--- src/hdl/assert_macros.svh ---
// Shared assertion macros for the RTL.
`ifndef ASSERT_MACROS_SVH
`define ASSERT_MACROS_SVH

// Plain property check, disabled during reset.
`define AST_CHECK(lbl, clk, rstn, prop) \
  lbl: assert property (@(posedge clk) disable iff (!rstn) (prop)) \
    else $error("assertion failed");

// Same-cycle implication, disabled during reset.
`define AST_IMPLY(lbl, clk, rstn, ante, cons) \
  lbl: assert property (@(posedge clk) disable iff (!rstn) (ante) |-> (cons)) \
    else $error("implication failed");

// Next-cycle implication, disabled during reset.
`define AST_NEXT(lbl, clk, rstn, ante, cons) \
  lbl: assert property (@(posedge clk) disable iff (!rstn) (ante) |=> (cons)) \
    else $error("next-cycle implication failed");

`endif

--- src/hdl/tmtc_pkg.sv ---
package tmtc_pkg;

  localparam int NUM_SAMPLES = 8;
  localparam int SORT_LAYERS = 6;
  localparam int MAX_PAIRS   = 4;
  localparam int GAIN_SHIFT  = 12;

  // config register widths
  localparam int GAIN_W = 17;
  localparam int TEMP_W = 15;

  typedef logic [2:0] lane_t;
  typedef logic [1:0] reg_idx_t;

  // register indexes, byte address is 4 * index
  localparam reg_idx_t REG_GAIN   = 2'd0;
  localparam reg_idx_t REG_OFFSET = 2'd1;
  localparam reg_idx_t REG_MIN    = 2'd2;
  localparam reg_idx_t REG_MAX    = 2'd3;

  // reset values
  localparam logic [GAIN_W-1:0]        GAIN_RST   = 17'd35245;
  localparam logic signed [TEMP_W-1:0] OFFSET_RST = 15'sd102;
  localparam logic [TEMP_W-1:0]        MIN_RST    = 15'd320;
  localparam logic [TEMP_W-1:0]        MAX_RST    = 15'd16000;

  // odd-even merge sort network for eight lanes, one row per layer
  localparam lane_t PAIR_LO [SORT_LAYERS][MAX_PAIRS] = '{
    '{3'd0, 3'd2, 3'd4, 3'd6},
    '{3'd0, 3'd1, 3'd4, 3'd5},
    '{3'd1, 3'd5, 3'd0, 3'd0},
    '{3'd0, 3'd1, 3'd2, 3'd3},
    '{3'd2, 3'd3, 3'd0, 3'd0},
    '{3'd1, 3'd3, 3'd5, 3'd0}
  };
  localparam lane_t PAIR_HI [SORT_LAYERS][MAX_PAIRS] = '{
    '{3'd1, 3'd3, 3'd5, 3'd7},
    '{3'd2, 3'd3, 3'd6, 3'd7},
    '{3'd2, 3'd6, 3'd0, 3'd0},
    '{3'd4, 3'd5, 3'd6, 3'd7},
    '{3'd4, 3'd5, 3'd0, 3'd0},
    '{3'd2, 3'd4, 3'd6, 3'd0}
  };
  localparam lane_t PAIR_CNT [SORT_LAYERS] = '{
    3'd4, 3'd4, 3'd2, 3'd4, 3'd2, 3'd3
  };

endpackage

--- src/hdl/tmtc_sort_layer.sv ---
// One layer of compare-exchange cells of the sorting network.
module tmtc_sort_layer #(
  parameter int SAMPLE_BITS = 12,
  parameter int LAYER       = 0
) (
  input  logic [tmtc_pkg::NUM_SAMPLES-1:0][SAMPLE_BITS-1:0] din,
  output logic [tmtc_pkg::NUM_SAMPLES-1:0][SAMPLE_BITS-1:0] dout
);

  // pairs inside a layer are disjoint, so every cell reads din directly
  always_comb begin
    tmtc_pkg::lane_t lo;
    tmtc_pkg::lane_t hi;
    dout = din;
    for (int p = 0; p < tmtc_pkg::MAX_PAIRS; p++) begin
      lo = tmtc_pkg::PAIR_LO[LAYER][p];
      hi = tmtc_pkg::PAIR_HI[LAYER][p];
      if (3'(p) < tmtc_pkg::PAIR_CNT[LAYER]) begin
        if (din[lo] > din[hi]) begin
          dout[lo] = din[hi];
          dout[hi] = din[lo];
        end
      end
    end
  end

endmodule

--- src/hdl/trimmed_mean_temperature_convert.sv ---
// Trimmed-mean thermocouple temperature converter.
//
// Input stream: one request carries eight readings, sample_a in the lowest
// lane of in_tdata. Each request yields one result on the output stream:
// temperature (1/16 degC), trimmed mean (mV) and a clamp flag.
// Configuration goes through the APB-style cfg_ port: gain (Q5.12), offset,
// lower and upper clamp limits, at byte addresses 0, 4, 8 and 12.
//
// Six register stages: sort layers 1-2, 3-4, 5-6, middle sum, gain multiply,
// offset/clamp into the output register. One request is taken every cycle
// as long as out_tready does not stall the output.
// Each stage holds its own valid bit and loads whenever it is empty or the
// next stage moves, so a stall at out_tready fills bubbles first and only
// drops in_tready once all six stages hold a request. Nothing is lost or
// repeated across a stall.
// Reset (rst_n low, synchronous) empties the pipeline and returns the
// registers to gain 35245, offset 102, min 320, max 16000.
`include "assert_macros.svh"

module trimmed_mean_temperature_convert #(
  parameter int SAMPLE_BITS = 12
) (
  input  logic clk,
  input  logic rst_n,

  // tdata: sample_a .. sample_h, SAMPLE_BITS each, from the lowest bit up
  input  logic                                           in_tvalid,
  output logic                                           in_tready,
  input  logic [tmtc_pkg::NUM_SAMPLES*SAMPLE_BITS-1:0]   in_tdata,

  // tdata: temperature[15], trimmed_mean_mv[SAMPLE_BITS], was_clamped[1],
  // zero padding to whole bytes, from the lowest bit up
  output logic                                           out_tvalid,
  input  logic                                           out_tready,
  output logic [((SAMPLE_BITS+16+7)/8)*8-1:0]            out_tdata,

  input  logic        cfg_psel,
  input  logic        cfg_penable,
  input  logic        cfg_pwrite,
  input  logic [3:0]  cfg_paddr,
  input  logic [31:0] cfg_pwdata,
  output logic [31:0] cfg_prdata,
  output logic        cfg_pready
);

  localparam int NS     = tmtc_pkg::NUM_SAMPLES;
  localparam int NSTG   = 6;
  localparam int PROD_W = tmtc_pkg::GAIN_W + SAMPLE_BITS;
  localparam int SCL_W  = PROD_W - tmtc_pkg::GAIN_SHIFT;
  localparam int T_W    = SCL_W + 2;
  localparam int TW     = tmtc_pkg::TEMP_W;

  typedef logic [NS-1:0][SAMPLE_BITS-1:0] lanes_t;

  // configuration registers
  logic [tmtc_pkg::GAIN_W-1:0] gain_r;
  logic signed [TW-1:0]        offset_r;
  logic [TW-1:0]               min_r;
  logic [TW-1:0]               max_r;
  tmtc_pkg::reg_idx_t          cfg_idx;
  logic                        cfg_wr;

  assign cfg_pready = 1'b1;
  assign cfg_idx    = cfg_paddr[3:2];
  assign cfg_wr     = cfg_psel && cfg_penable && cfg_pwrite && cfg_pready;

  always_ff @(posedge clk) begin
    if (!rst_n) begin
      gain_r   <= tmtc_pkg::GAIN_RST;
      offset_r <= tmtc_pkg::OFFSET_RST;
      min_r    <= tmtc_pkg::MIN_RST;
      max_r    <= tmtc_pkg::MAX_RST;
    end else if (cfg_wr) begin
      case (cfg_idx)
        tmtc_pkg::REG_GAIN:   gain_r   <= cfg_pwdata[tmtc_pkg::GAIN_W-1:0];
        tmtc_pkg::REG_OFFSET: offset_r <= $signed(cfg_pwdata[TW-1:0]);
        tmtc_pkg::REG_MIN:    min_r    <= cfg_pwdata[TW-1:0];
        tmtc_pkg::REG_MAX:    max_r    <= cfg_pwdata[TW-1:0];
        default: ;
      endcase
    end
  end

  // register readback
  always_comb begin
    case (cfg_idx)
      tmtc_pkg::REG_GAIN:   cfg_prdata = {{(32-tmtc_pkg::GAIN_W){1'b0}}, gain_r};
      tmtc_pkg::REG_OFFSET: cfg_prdata = {{(32-TW){offset_r[TW-1]}}, offset_r};
      tmtc_pkg::REG_MIN:    cfg_prdata = {{(32-TW){1'b0}}, min_r};
      tmtc_pkg::REG_MAX:    cfg_prdata = {{(32-TW){1'b0}}, max_r};
      default:              cfg_prdata = '0;
    endcase
  end

  // stage flow control: a stage loads when empty or when its successor moves
  logic [NSTG-1:0] valid_r;
  logic [NSTG-1:0] valid_nxt;
  logic [NSTG-1:0] rdy;

  always_comb begin
    rdy[NSTG-1] = !valid_r[NSTG-1] || out_tready;
    for (int k = NSTG-2; k >= 0; k--) begin
      rdy[k] = !valid_r[k] || rdy[k+1];
    end
  end

  assign in_tready = rdy[0];

  always_comb begin
    valid_nxt = valid_r;
    if (rdy[0]) valid_nxt[0] = in_tvalid;
    for (int k = 1; k < NSTG; k++) begin
      if (rdy[k]) valid_nxt[k] = valid_r[k-1];
    end
  end

  always_ff @(posedge clk) begin
    if (!rst_n) valid_r <= '0;
    else        valid_r <= valid_nxt;
  end

  // sorting network, two layers per stage
  lanes_t lay_in  [tmtc_pkg::SORT_LAYERS];
  lanes_t lay_out [tmtc_pkg::SORT_LAYERS];
  lanes_t s1_r;
  lanes_t s2_r;
  lanes_t s3_r;

  assign lay_in[0] = in_tdata;
  assign lay_in[1] = lay_out[0];
  assign lay_in[2] = s1_r;
  assign lay_in[3] = lay_out[2];
  assign lay_in[4] = s2_r;
  assign lay_in[5] = lay_out[4];

  for (genvar g = 0; g < tmtc_pkg::SORT_LAYERS; g++) begin : g_layer
    tmtc_sort_layer #(
      .SAMPLE_BITS (SAMPLE_BITS),
      .LAYER       (g)
    ) u_layer (
      .din  (lay_in[g]),
      .dout (lay_out[g])
    );
  end

  // middle sum, gain product and clamp stages
  logic [SAMPLE_BITS+1:0] mid_sum;
  logic [SAMPLE_BITS-1:0] mean4_r;
  logic [SAMPLE_BITS-1:0] mean5_r;
  logic [PROD_W-1:0]      prod_r;
  logic [SCL_W-1:0]       scaled;
  logic signed [T_W-1:0]  t_val;
  logic signed [T_W-1:0]  t_min;
  logic signed [T_W-1:0]  t_max;
  logic [TW-1:0]          temp_nxt;
  logic                   clamp_nxt;
  logic [TW-1:0]          temp_r;
  logic [SAMPLE_BITS-1:0] mean6_r;
  logic                   clamp_r;

  assign mid_sum = {2'b00, s3_r[2]} + {2'b00, s3_r[3]}
                 + {2'b00, s3_r[4]} + {2'b00, s3_r[5]};

  assign scaled = prod_r[PROD_W-1:tmtc_pkg::GAIN_SHIFT];
  assign t_val  = $signed({2'b00, scaled}) + T_W'(offset_r);
  assign t_min  = $signed({{(T_W-TW){1'b0}}, min_r});
  assign t_max  = $signed({{(T_W-TW){1'b0}}, max_r});

  // lower limit is tested first
  always_comb begin
    if (t_val < t_min) begin
      temp_nxt  = min_r;
      clamp_nxt = 1'b1;
    end else if (t_val > t_max) begin
      temp_nxt  = max_r;
      clamp_nxt = 1'b1;
    end else begin
      temp_nxt  = t_val[TW-1:0];
      clamp_nxt = 1'b0;
    end
  end

  // payload registers, no reset
  always_ff @(posedge clk) begin
    if (rdy[0] && in_tvalid) s1_r <= lay_out[1];
    if (rdy[1] && valid_r[0]) s2_r <= lay_out[3];
    if (rdy[2] && valid_r[1]) s3_r <= lay_out[5];
    if (rdy[3] && valid_r[2]) mean4_r <= mid_sum[SAMPLE_BITS+1:2];
    if (rdy[4] && valid_r[3]) begin
      prod_r  <= PROD_W'(gain_r) * PROD_W'(mean4_r);
      mean5_r <= mean4_r;
    end
    if (rdy[5] && valid_r[4]) begin
      temp_r  <= temp_nxt;
      mean6_r <= mean5_r;
      clamp_r <= clamp_nxt;
    end
  end

  // output packing
  assign out_tvalid = valid_r[NSTG-1];

  always_comb begin
    out_tdata = '0;
    out_tdata[TW-1:0]             = temp_r;
    out_tdata[TW +: SAMPLE_BITS]  = mean6_r;
    out_tdata[TW + SAMPLE_BITS]   = clamp_r;
  end

  // checks
  `AST_IMPLY(a_sorted_mid, clk, rst_n, valid_r[2],
             (s3_r[1] <= s3_r[2]) && (s3_r[2] <= s3_r[3]) &&
             (s3_r[3] <= s3_r[4]) && (s3_r[4] <= s3_r[5]) && (s3_r[5] <= s3_r[6]))
  `AST_IMPLY(a_full_on_stall, clk, rst_n, !in_tready, &valid_r)
  `AST_NEXT(a_bubble_in, clk, rst_n, in_tready && !in_tvalid, !valid_r[0])

endmodule
--- config.mk ---
export PLATFORM = sky130hd
export DESIGN_NAME = trimmed_mean_temperature_convert
export DESIGN_NICKNAME = d
export VERILOG_FILES = /design/src/hdl/tmtc_pkg.sv /design/src/hdl/tmtc_sort_layer.sv /design/src/hdl/trimmed_mean_temperature_convert.sv
export VERILOG_INCLUDE_DIRS = /design/src /design/src/hdl
export SDC_FILE = /design/constraint.sdc
export NUM_CORES = 2
export LEC_CHECK = 0
export BUFFER_PORTS_ARGS = -buffer_cell sky130_fd_sc_hd__buf_2
export CAP_MARGIN = 10
export CORE_MARGIN = 3
export CORE_UTILIZATION = 61
export CTS_CLUSTER_SIZE = 20
export DETAILED_ROUTE_END_ITERATION = 10
export MAX_ROUTING_LAYER = met4
export PLACE_DENSITY_LB_ADDON = 0.3
export SKIP_LAST_GASP = 1
export SLEW_MARGIN = 20
export SYNTH_ARGS = -nofsm -noshare
export SYNTH_HDL_FRONTEND = slang
export SYNTH_HIERARCHICAL = 1
export SYNTH_SLANG_ARGS = --single-unit
--- constraint.sdc ---
create_clock -name clk -period 13.2 [get_ports clk]
set_input_delay 0 -clock clk [delete_from_list [all_inputs] [get_ports clk]]
set_output_delay 0 -clock clk [all_outputs]
set_load 0.1 [all_outputs]
==> impl_results.md <==
* Clock latency of the later-clocked register in the worst-skew pair at 0.57 ns
* Count of port buffers added during placement at 183
* WL per Instance at 20.6 um
* Worst setup path category: flip-flop to flip-flop
* Arrival time of the worst setup path at 6.52 ns
* DRT Wirelength at 81.1 mm
* Full die area at 0.0551 mm2
* Fin crit period at 6.21 ns
* Syn-to-layout area delta at 12.2%
* Net count, final at 3882
* Critical path startpoint category: flip-flop
* Kind of end point of the critical path: flip-flop
* CP bufs+invs at 2
* Overall Power at 0.00598 W
* Total negative setup slack at 0 ns
* Yosys warns at 6
* Antenna viol nets, final at 0
* DRC errors left at 0
* CTS tree: done
* Vias at 23148
* Combined area of all synthesized cells at 0.0319 mm2
* Maximum fanout along the worst path at 18
* Slew headroom at 0.324
* Core box area at 0.0515 mm2
* Initial core utilization at 0.620
* Residual overflow from global routing at 0
* Worst setup margin at 6.99 ns
* Number of hold violations in the final report at 0
* RSZ-0062 raised after global routing: false
* Cell seen most often among critical-path stages: sky130_fd_sc_hd__fa_1
* Cell-by-cell listing of the critical path: and2_1 -> fa_1 -> inv_1 -> fa_1 -> inv_1 -> fa_1 -> fa_1 -> fa_1 -> ha_1 -> nand4_1 -> or3_1 -> a2bb2oi_1 -> a211oi_1 -> o211ai_1 -> nand4b_1 -> a21oi_1 -> xnor2_1
* Average cell area after synthesis at 10.7 um2
* Vert. Die Dim at 235 um
* Length of the first detailed-routing pass in iterations at 6
* Worst Path Required at 13.52 ns
* Weighted congestion at the end of routability-driven global placement at 0.986
* Fmax at 161 MHz
* Post-placement worst setup slack at 7.01 ns
* Number of global-route vias before repair at 24363
* H-Tree Depth at 2
* Number of max-slew violations in the final report at 0
* Drt initial violations at 1452
* Longest individual stage delay on the worst path at 0.71 ns
* Max-cap violations at 0
* Leak at 15.8 nW
* Via-to-Cell Ratio at 5.89
* First-pass GRT wire length at 129 mm
* Final count of negative-setup-slack endpoints at 0
* Root Driver: sky130_fd_sc_hd__clkbuf_16
* Final cycle utilization of the critical path at 0.470
* Slowest cell on the critical path: sky130_fd_sc_hd__edfxtp_1
* Share of layout cells above drive strength 1 at 0.208
* Number of placed I/O pins at 206
* CTS Sinks at 353
* Pwr Density at 167 mW/mm2
* Worst hold path class: primary input to flip-flop
* Worst Max-Slew Pin Slew at 1.01 ns
* Clk pin slew, worst setup/hold paths at 0.06 ns
* Number of antenna violations at the first check in global routing at 0
* GRT Overall Usage at 0.301
* Clock Skew at 0.0313 ns
* Cells resized by post-CTS repair at 0
* Worst slack on hold paths at 0.0256 ns
* Die W at 235 um
* Run status: complete, no violations
* Clock Path Buffers at 3
* Clock buffer count from CTS at 42
* Cell type group with the largest total delay on the critical path: adder cells
* Number of antenna cells inserted at 0
* Standard-cell row count at 83
* Peak supply drop at 0.131 mV
* Gate count of the mapped netlist at 2986
* Largest net degree at the start of global routing at 82
* Final HPWL from detailed placement at 60.5 mm
==> what timing repair did <==
item | CTS | global route
hold buffers | 183 | 1
setup endpoints to repair | 0 | 0
buffers inserted | 0 | 0
hold endpoints to repair | 168 | 23
==> layer usage <==
| layer | GRT usage | share of wire |
|---|---|---|
| met2 | 0.511 | 0.50 |
| met4 | 0.179 | 0.070 |
| met1 | 0.340 | 0.38 |
| met5 | - | 0 |
| met3 | 0.0386 | 0.056 |
==> state kept, by name (all words and copies together) (netlist names), 6 cells and up <==
signal,cells
mean4_r,12
mean6_r,12
temp_r,15
mean5_r,12
s3_r,48
lay_in,168
gain_r,17
prod_r,17
valid_r,6
min_r,15
offset_r,15
max_r,15
==> layout by cell type, fill, tap and decap left out, types with 68 or more instances in the layout <==
master,count
sky130_fd_sc_hd__dfxtp_1,68
sky130_fd_sc_hd__ha_1,349
sky130_fd_sc_hd__a21oi_1,125
sky130_fd_sc_hd__nand2_1,304
sky130_fd_sc_hd__mux2_2,360
sky130_fd_sc_hd__edfxtp_1,285
sky130_fd_sc_hd__and2_1,74
sky130_fd_sc_hd__dlygate4sd3_1,184
sky130_fd_sc_hd__fa_1,174
sky130_fd_sc_hd__buf_2,182
sky130_fd_sc_hd__inv_1,455
==> power by group <==
part	switching (W)	internal, W	leakage (nW)
logic	0.00168	0.00144	11.8
clock network	0.000478	0.000754	0.698
registers	0.000121	0.00151	3.23
total	0.00227	0.00370	15.8
==> per-stage QoR <==
stage                     utilization  instance area (um2)  cells
after floorplan                     -                32000   2989
after global placement          0.632                32500   3672
after detailed placement        0.632                32500   3672
after CTS                       0.695                35800   3931
after global routing            0.696                35800   3932
final                           0.696                35800   3932
==> worst reg2reg max path, cell delays in order, from the launching register on <==
cell                        delay (ns)
sky130_fd_sc_hd__edfxtp_1         0.71
sky130_fd_sc_hd__and2_1           0.33
sky130_fd_sc_hd__fa_1             0.55
sky130_fd_sc_hd__inv_1            0.06
sky130_fd_sc_hd__fa_1             0.53
sky130_fd_sc_hd__inv_1            0.05
sky130_fd_sc_hd__fa_1             0.45
sky130_fd_sc_hd__fa_1             0.51
sky130_fd_sc_hd__fa_1             0.42
sky130_fd_sc_hd__ha_1             0.31
sky130_fd_sc_hd__nand4_1          0.18
sky130_fd_sc_hd__or3_1            0.44
sky130_fd_sc_hd__a2bb2oi_1        0.22
sky130_fd_sc_hd__a211oi_1         0.63
sky130_fd_sc_hd__o211ai_1         0.19
sky130_fd_sc_hd__nand4b_1         0.17
sky130_fd_sc_hd__a21oi_1          0.10
sky130_fd_sc_hd__xnor2_1          0.13
==> final cells by class <==
cell class,count,area (um2)
clock buffer,51,1100
clock inverter,25,348
fill,3615,15700
inverter,455,1710
multi-input combinational,1992,19100
sequential,353,9920
tap,680,851
timing repair buffer,376,2830
==> worst paths after layout <==
path,slack (ns),cells past startpoint,to,start
setup / recovery,6.99,17,prod_r[28],mean4_r[6]
hold / removal,0.03,3,lay_in[374],in_tdata[50]
setup reg to reg,6.99,17,prod_r[28],mean4_r[6]
hold reg to reg,0.42,0,mean6_r[3],mean5_r[3]
No activity file was read; power rests on OpenSTA's default activity.
